**src/sv/esc_pkg.sv**
```systemverilog
// ----------------------------------------------------------------------------
// esc_pkg
// Shared constants for the seconds-to-calendar converter: divisors, scaled
// reciprocals for the constant divisions, stage count and the cumulative
// day offsets of the four-year cycle.
// ----------------------------------------------------------------------------
package esc_pkg;

  localparam int STAGES = 10;

  localparam int EPOCH_W = 32;
  localparam int MINS_W  = 27;
  localparam int HOURS_W = 21;
  localparam int DAYS_W  = 16;
  localparam int DOFF_W  = 11;
  localparam int CYC_W   = 6;

  localparam int DATA_W_IN  = 32;
  localparam int DATA_W_OUT = 40;

  localparam logic [5:0]  SEC_PER_MIN    = 6'd60;
  localparam logic [5:0]  MIN_PER_HOUR   = 6'd60;
  localparam logic [4:0]  HOUR_PER_DAY   = 5'd24;
  localparam logic [10:0] DAYS_PER_CYCLE = 11'(365 * 4 + 1);

  localparam logic [26:0] RCP_SEC  = 27'((64'd1 << EPOCH_W) / 64'd60);
  localparam logic [21:0] RCP_MIN  = 22'((64'd1 << MINS_W) / 64'd60);
  localparam logic [16:0] RCP_HOUR = 17'((64'd1 << HOURS_W) / 64'd24);
  localparam logic [5:0]  RCP_DAY  = 6'((64'd1 << DAYS_W) / 64'd1461);

  localparam logic [10:0] MONTH_START [4][12] = '{
    '{11'd0,    11'd31,   11'd60,   11'd91,   11'd121,  11'd152,
      11'd182,  11'd213,  11'd244,  11'd274,  11'd305,  11'd335},
    '{11'd366,  11'd397,  11'd425,  11'd456,  11'd486,  11'd517,
      11'd547,  11'd578,  11'd609,  11'd639,  11'd670,  11'd700},
    '{11'd731,  11'd762,  11'd790,  11'd821,  11'd851,  11'd882,
      11'd912,  11'd943,  11'd974,  11'd1004, 11'd1035, 11'd1065},
    '{11'd1096, 11'd1127, 11'd1155, 11'd1186, 11'd1216, 11'd1247,
      11'd1277, 11'd1308, 11'd1339, 11'd1369, 11'd1400, 11'd1430}
  };

  typedef struct packed {
    logic [4:0] hour;
    logic [5:0] minute;
    logic [5:0] second;
  } hms_t;

endpackage

```
**src/sv/epoch_seconds_to_calendar_unit.sv**
```systemverilog
// ----------------------------------------------------------------------------
// epoch_seconds_to_calendar_unit
// Converts a 32-bit count of seconds since 2000-01-01 00:00:00 into second,
// minute, hour, day of month, month and years since 2000 (leap every 4 years).
//
//   channel | dir | tdata fields (lsb first)
//   --------+-----+----------------------------------------------------------
//   in_     | in  | epoch_seconds[31:0]
//   out_    | out | second[5:0] minute[11:6] hour[16:12] day_of_month[21:17]
//           |     | month[25:22] year_offset[33:26], zero pad [39:34]
//
// One transaction per cycle enters and leaves while out_tready is held high.
// Each of the four constant divisions takes two stages (reciprocal multiply,
// then remainder and one-step correction); year and month search take two.
// Each stage loads when it is empty or its successor loads, so bubbles close
// up; with a result waiting at the output, input is taken if a stage is empty.
// rst_n clears the stage valid bits only.
// ----------------------------------------------------------------------------
module epoch_seconds_to_calendar_unit (
  input  logic                            clk,
  input  logic                            rst_n,
  input  logic                            in_tvalid,
  output logic                            in_tready,
  input  logic [esc_pkg::DATA_W_IN-1:0]   in_tdata,   // epoch_seconds
  output logic                            out_tvalid,
  input  logic                            out_tready,
  output logic [esc_pkg::DATA_W_OUT-1:0]  out_tdata   // second, minute, hour,
                                                      // day_of_month, month,
                                                      // year_offset, pad
);
  import esc_pkg::*;

  logic [STAGES-1:0] v_r, v_nxt, rdy;

  logic [EPOCH_W-1:0] x0_r;
  logic [58:0]        p0_r;

  hms_t               hms1_r, hms1_nxt;
  logic [MINS_W-1:0]  m1_r, m1_nxt;

  hms_t               hms2_r;
  logic [MINS_W-1:0]  x2_r;
  logic [48:0]        p2_r;

  hms_t               hms3_r, hms3_nxt;
  logic [HOURS_W-1:0] h3_r, h3_nxt;

  hms_t               hms4_r;
  logic [HOURS_W-1:0] x4_r;
  logic [37:0]        p4_r;

  hms_t               hms5_r, hms5_nxt;
  logic [DAYS_W-1:0]  dy5_r, dy5_nxt;

  hms_t               hms6_r;
  logic [DAYS_W-1:0]  x6_r;
  logic [21:0]        p6_r;

  hms_t               hms7_r;
  logic [CYC_W-1:0]   cyc7_r, cyc7_nxt;
  logic [DOFF_W-1:0]  d7_r, d7_nxt;

  hms_t               hms8_r;
  logic [1:0]         yr8_r, yr8_nxt;
  logic [7:0]         yoff8_r;
  logic [DOFF_W-1:0]  d8_r;

  hms_t               hms9_r;
  logic [7:0]         yoff9_r;
  logic [3:0]         mon9_r, mon9_nxt;
  logic [4:0]         dom9_r, dom9_nxt;

  logic [26:0]        q1;
  logic [EPOCH_W-1:0] r1w;
  logic [6:0]         r1;
  logic [21:0]        q3;
  logic [MINS_W-1:0]  r3w;
  logic [6:0]         r3;
  logic [16:0]        q5;
  logic [HOURS_W-1:0] r5w;
  logic [5:0]         r5;
  logic [5:0]         q7;
  logic [DAYS_W-1:0]  r7w;
  logic [11:0]        r7;
  logic [3:0]         mo9;

  // handshake and valid chain
  always_comb begin
    rdy[STAGES-1] = !v_r[STAGES-1] || out_tready;
    for (int i = STAGES - 2; i >= 0; i--) begin
      rdy[i] = !v_r[i] || rdy[i+1];
    end
    v_nxt[0] = rdy[0] ? in_tvalid : v_r[0];
    for (int i = 1; i < STAGES; i++) begin
      v_nxt[i] = rdy[i] ? v_r[i-1] : v_r[i];
    end
  end

  assign in_tready  = rdy[0];
  assign out_tvalid = v_r[STAGES-1];
  assign out_tdata  = {6'd0, yoff9_r, mon9_r, dom9_r,
                       hms9_r.hour, hms9_r.minute, hms9_r.second};

  always_ff @(posedge clk) begin
    if (!rst_n) begin
      v_r <= '0;
    end else begin
      v_r <= v_nxt;
    end
  end

  // seconds
  always_comb begin
    q1  = p0_r[58:32];
    r1w = x0_r - (32'(q1) * 32'(SEC_PER_MIN));
    r1  = r1w[6:0];
    hms1_nxt = '0;
    if (r1 >= 7'(SEC_PER_MIN)) begin
      hms1_nxt.second = 6'(r1 - 7'(SEC_PER_MIN));
      m1_nxt          = q1 + 27'd1;
    end else begin
      hms1_nxt.second = r1[5:0];
      m1_nxt          = q1;
    end
  end

  // minutes
  always_comb begin
    q3  = p2_r[48:27];
    r3w = x2_r - (27'(q3) * 27'(MIN_PER_HOUR));
    r3  = r3w[6:0];
    hms3_nxt = hms2_r;
    if (r3 >= 7'(MIN_PER_HOUR)) begin
      hms3_nxt.minute = 6'(r3 - 7'(MIN_PER_HOUR));
      h3_nxt          = HOURS_W'(q3 + 22'd1);
    end else begin
      hms3_nxt.minute = r3[5:0];
      h3_nxt          = HOURS_W'(q3);
    end
  end

  // hours
  always_comb begin
    q5  = p4_r[37:21];
    r5w = x4_r - (21'(q5) * 21'(HOUR_PER_DAY));
    r5  = r5w[5:0];
    hms5_nxt = hms4_r;
    if (r5 >= 6'(HOUR_PER_DAY)) begin
      hms5_nxt.hour = 5'(r5 - 6'(HOUR_PER_DAY));
      dy5_nxt       = DAYS_W'(q5 + 17'd1);
    end else begin
      hms5_nxt.hour = r5[4:0];
      dy5_nxt       = DAYS_W'(q5);
    end
  end

  // four-year cycles
  always_comb begin
    q7  = p6_r[21:16];
    r7w = x6_r - (16'(q7) * 16'(DAYS_PER_CYCLE));
    r7  = r7w[11:0];
    if (r7 >= 12'(DAYS_PER_CYCLE)) begin
      d7_nxt   = 11'(r7 - 12'(DAYS_PER_CYCLE));
      cyc7_nxt = q7 + 6'd1;
    end else begin
      d7_nxt   = r7[10:0];
      cyc7_nxt = q7;
    end
  end

  // year within cycle
  always_comb begin
    if (d7_r >= MONTH_START[3][0]) begin
      yr8_nxt = 2'd3;
    end else if (d7_r >= MONTH_START[2][0]) begin
      yr8_nxt = 2'd2;
    end else if (d7_r >= MONTH_START[1][0]) begin
      yr8_nxt = 2'd1;
    end else begin
      yr8_nxt = 2'd0;
    end
  end

  // month and day
  always_comb begin
    mo9 = 4'd0;
    for (int i = 1; i < 12; i++) begin
      if (d8_r >= MONTH_START[yr8_r][4'(i)]) begin
        mo9 = 4'(i);
      end
    end
    mon9_nxt = mo9 + 4'd1;
    dom9_nxt = 5'(d8_r - MONTH_START[yr8_r][mo9] + 11'd1);
  end

  always_ff @(posedge clk) begin
    if (rdy[0]) begin
      x0_r <= in_tdata[EPOCH_W-1:0];
      p0_r <= 59'(in_tdata[EPOCH_W-1:0]) * 59'(RCP_SEC);
    end
    if (rdy[1]) begin
      hms1_r <= hms1_nxt;
      m1_r   <= m1_nxt;
    end
    if (rdy[2]) begin
      hms2_r <= hms1_r;
      x2_r   <= m1_r;
      p2_r   <= 49'(m1_r) * 49'(RCP_MIN);
    end
    if (rdy[3]) begin
      hms3_r <= hms3_nxt;
      h3_r   <= h3_nxt;
    end
    if (rdy[4]) begin
      hms4_r <= hms3_r;
      x4_r   <= h3_r;
      p4_r   <= 38'(h3_r) * 38'(RCP_HOUR);
    end
    if (rdy[5]) begin
      hms5_r <= hms5_nxt;
      dy5_r  <= dy5_nxt;
    end
    if (rdy[6]) begin
      hms6_r <= hms5_r;
      x6_r   <= dy5_r;
      p6_r   <= 22'(dy5_r) * 22'(RCP_DAY);
    end
    if (rdy[7]) begin
      hms7_r <= hms6_r;
      cyc7_r <= cyc7_nxt;
      d7_r   <= d7_nxt;
    end
    if (rdy[8]) begin
      hms8_r  <= hms7_r;
      yr8_r   <= yr8_nxt;
      yoff8_r <= {cyc7_r, yr8_nxt};
      d8_r    <= d7_r - MONTH_START[yr8_nxt][0] + MONTH_START[yr8_nxt][0];
    end
    if (rdy[9]) begin
      hms9_r  <= hms8_r;
      yoff9_r <= yoff8_r;
      mon9_r  <= mon9_nxt;
      dom9_r  <= dom9_nxt;
    end
  end

  a_accept_fills_first : assert property (@(posedge clk) disable iff (!rst_n)
    in_tvalid && in_tready |=> v_r[0])
    else $error("accepted transaction not captured in first stage");

  a_sec_range : assert property (@(posedge clk) disable iff (!rst_n)
    v_r[1] |-> hms1_r.second < SEC_PER_MIN)
    else $error("second correction out of range");

  a_min_range : assert property (@(posedge clk) disable iff (!rst_n)
    v_r[3] |-> hms3_r.minute < MIN_PER_HOUR)
    else $error("minute correction out of range");

  a_day_range : assert property (@(posedge clk) disable iff (!rst_n)
    v_r[7] |-> (d7_r < DAYS_PER_CYCLE) && (hms7_r.hour < HOUR_PER_DAY))
    else $error("day or hour correction out of range");

  a_out_date : assert property (@(posedge clk) disable iff (!rst_n)
    out_tvalid |-> (mon9_r != 4'd0) && (mon9_r <= 4'd12) && (dom9_r != 5'd0))
    else $error("month or day of month out of range");

endmodule
```
**config.mk**
```make
export PLATFORM = sky130hd
export DESIGN_NAME = epoch_seconds_to_calendar_unit
export DESIGN_NICKNAME = d
export VERILOG_FILES = /design/src/sv/esc_pkg.sv /design/src/sv/epoch_seconds_to_calendar_unit.sv
export SDC_FILE = /design/constraint.sdc
export NUM_CORES = 2
export LEC_CHECK = 0
export ABC_CLOCK_PERIOD_IN_PS = 7400
export BUFFER_PORTS_ARGS = -buffer_cell sky130_fd_sc_hd__buf_2
export CORE_UTILIZATION = 25
export DETAILED_ROUTE_END_ITERATION = 12
export SYNTH_ARGS = -nofsm -noshare
export SYNTH_HDL_FRONTEND = slang
export SYNTH_SLANG_ARGS = --single-unit
```
**constraint.sdc**
```tcl
create_clock -name clk -period 7.4 [get_ports clk]
set_clock_uncertainty 0.2 [all_clocks]
set_input_delay 0.37 -clock clk [delete_from_list [all_inputs] [get_ports clk]]
set_output_delay 0.37 -clock clk [all_outputs]
set_load 0.005 [all_outputs]
```
==> qor.csv <==
metric,value,unit
grt_pass1_wl,120000,µm
grt_max_degree,37,
htreeDepth,2,
ctsRootBufferMaster,clkbuf_16,
ys_seq_area_frac,0.294,
status,completed,
crit_fanout,4,
max_cap_viol_count,0,
dr.pass1.iters,4,
crit_path_start_kind,input port,
vias_per_cell,4.23,
cts_tree,yes,
area_delta_synth_final,11.6,%
ys.flop_type,edfxtp_1,
cts.sink_count,350,
wire_per_inst,14.0,µm
die_w,379,µm
synth_warnings,0,
clk_latency,0.58,ns
arrival,6.72,ns
fin_crit_sh,0.892,
cp_cell_sequence,"dlygate4sd3_1, buf_2, ha_1, inv_1, fa_1, inv_1, fa_1, inv_1, fa_1, fa_1, fa_1, inv_1, ha_1, a21oi_1, nand2_1, a221oi_1, o22ai_1, a21oi_1, o21ai_0, a311oi_1, o21bai_1, xor2_1",
drc,0,
grt-ovfl-total,0,
syn_area,35500,µm²
hold_path_class,reg -> reg,
hold_buffers,12,
setup_viol,0,
timing.slew.headroom,0.361,
hold_slack,0.209,ns
antenna_found_initial,3,
final.setup.tns,0,ns
cpPeakStageDelay,0.54,ns
place_area,38200,µm²
synth_edf_count,340,
grt_use_total,0.105,
cp_slowest_cell,fa_1,
min_period,6.60,ns
async_reset_ff_frac,0,
io_pins,78,
initial_core_util,0.253,
tightest_slew,0.946,ns
die_area,143000,µm²
hold_viol_final,0,
crit_path_end_kind,flip-flop,
synthCells,3177,
dpl.cell_count,5124,
crit_path_frequent_cell,fa_1,
cts_inserted_buffers,40,
grt_pass1_vias,23100,
fin_area,39600,µm²
die_y,379,µm
slew_violations,0,
layout-drive-gt1-share,0.0531,
drt-initial-drc-count,915,
crit_type,in -> reg,
clkTransAtPathRegs,0.06,ns
synth_cell_type_count,85,
ys_seq_elements,350,
finalNonFillerCells,5208,
synth.avg_cell_area,11.2,µm²
clock_path_buffers,3,
core,140000,µm²
cts.repair.resized,0,
post_cts_buffers,0,
row_count,137,
place_hpwl,62500,µm
clock.fmax,0.151,GHz
grt_setup_unrepaired,no,
layout.nets,4385,
numPortBuffers,71,
ant_nets,0,
crit_required,7.51,ns
gp_congestion,0.906,
routed_wl,73100,µm
num_vias,22000,
-- final cells by class --
class | count | area [µm²]
clock buffer | 46 | 1030
timing repair buffer | 97 | 581
tap | 1876 | 2350
inverter | 759 | 2850
sequential | 350 | 10400
multi-input combinational | 2054 | 22100
antenna | 1 | 2.50
clock inverter | 25 | 239
fill | 14500 | 100000
-- through the flow --
| step | worst slack [ns] | utilization |
|---|---|---|
| final | 0.796 | 0.283 |
| after floorplan | 1.59 | - |
| after global routing | 0.512 | 0.283 |
| after detailed placement | 0.756 | 0.273 |
| after CTS | 0.809 | 0.283 |
| after global placement | 0.792 | 0.273 |
-- registers in the layout (all words and copies together) (netlist names), 7 cells and up --
signal	count
d7_r	11
d8_r	11
dy5_r	16
h3_r	21
hms3_r	12
hms4_r	12
hms5_r	17
hms6_r	17
hms7_r	17
hms8_r	17
m1_r	27
out_tdata	17
p0_r	27
p2_r	21
p4_r	16
v_r	10
x0_r	7
x2_r	7
x6_r	12
yoff8_r	7
yoff9_r	8
-- layer usage --
metal  wire (µm)  track usage  vias to the layer above
met5           9            0                        -
met4        1540       0.0270                        2
met3        3080       0.0172                       95
li1            -            -                    10900
met1       34000        0.138                    10800
met2       34400        0.177                      309
-- critical path: cells and delay by family --
kind,cells,cell delay (ns)
AO/OA/AOI/OAI,7,2.00
buffers and inverters,6,0.96
adder cells (fa/ha/maj),7,3.13
XOR/XNOR,1,0.15
AND/OR/NAND/NOR,1,0.09
-- cells in the final DEF, fill, tap and decap left out, types with 10 or more instances in the layout --
cell type / synthesis / layout
a211oi_1: 15 / 15
a21o_1: 28 / 28
a21oi_1: 109 / 109
and3_1: 24 / 24
and4_1: 11 / 11
buf_2: 5 / 71
buf_4: 7 / 14
clkbuf_16: 0 / 40
dfxtp_1: 10 / 10
dlygate4sd3_1: 0 / 12
edfxtp_1: 340 / 340
fa_1: 334 / 334
ha_1: 713 / 713
inv_1: 755 / 755
nand2_1: 104 / 103
nand2b_1: 15 / 15
nand3_1: 54 / 53
nand4_1: 27 / 27
nor2_1: 81 / 81
nor2b_1: 24 / 24
nor3_1: 26 / 26
o211ai_1: 19 / 19
o21a_1: 21 / 21
o21ai_0: 83 / 83
o21bai_1: 15 / 15
xnor2_1: 131 / 131
xor2_1: 61 / 61
-- worst paths after layout --
path	from	endpoint	depth (start not counted)	slack, ns
worst max-delay path	in_tdata[3]	p0_r[58]$_DFFE_PP_	22	0.80
worst min register to register	hms7_r[0]$_DFFE_PP_	hms8_r[0]$_DFFE_PP_	0	0.21
worst max register to register	h3_r[5]$_DFFE_PP_	p4_r[36]$_DFFE_PP_	18	1.01
worst min-delay path	hms7_r[0]$_DFFE_PP_	hms8_r[0]$_DFFE_PP_	0	0.21
-- Yosys cell counts, types with 4 or more instances --
| cell type | instances | area, µm² |
|---|---|---|
| a21boi_0 | 6 | 45.0 |
| a211oi_1 | 15 | 113 |
| nor2_1 | 81 | 304 |
| o31a_1 | 4 | 35.0 |
| o211ai_1 | 19 | 143 |
| nor4_1 | 7 | 43.8 |
| nor2b_1 | 24 | 150 |
| o22ai_1 | 4 | 25.0 |
| nand3_1 | 54 | 270 |
| a21o_1 | 28 | 210 |
| buf_4 | 7 | 52.6 |
| xnor3_1 | 4 | 90.1 |
| o2111ai_1 | 4 | 35.0 |
| buf_2 | 5 | 25.0 |
| xor2_1 | 61 | 534 |
| xnor2_1 | 131 | 1150 |
| a21oi_1 | 109 | 546 |
| nor3b_1 | 6 | 45.0 |
| mux2i_1 | 7 | 70.1 |
| a221oi_1 | 7 | 61.3 |
| fa_1 | 334 | 6690 |
| nor3_1 | 26 | 130 |
| inv_1 | 755 | 2830 |
| o21ai_0 | 83 | 415 |
| ha_1 | 713 | 8920 |
| clkbuf_1 | 6 | 22.5 |
| a2111oi_0 | 4 | 35.0 |
| o21bai_1 | 15 | 113 |
| and3_1 | 24 | 150 |
| and2_1 | 9 | 56.3 |
| edfxtp_1 | 340 | 10200 |
| or3_1 | 9 | 56.3 |
| mux2_2 | 5 | 56.3 |
| o21a_1 | 21 | 158 |
| and4_1 | 11 | 96.3 |
| nand4_1 | 27 | 169 |
| dfxtp_1 | 10 | 200 |
| a31oi_1 | 9 | 56.3 |
| nand2b_1 | 15 | 93.8 |
| nand2_1 | 104 | 390 |
| or2_2 | 9 | 56.3 |
-- cells by family after synthesis --
logic type,count (synthesis),synth area share
AO/OA/AOI/OAI,373,0.0690
adder cells (fa/ha/maj),1047,0.440
other,1,0.000106
AND/OR/NAND/NOR,420,0.0603
buffers and inverters,778,0.0835
multiplexers,12,0.00356
flip-flops,350,0.294
XOR/XNOR,196,0.0500
Power is not shown: default switching activity piles up to over one toggle a cycle in this logic, so the estimate is an artifact.
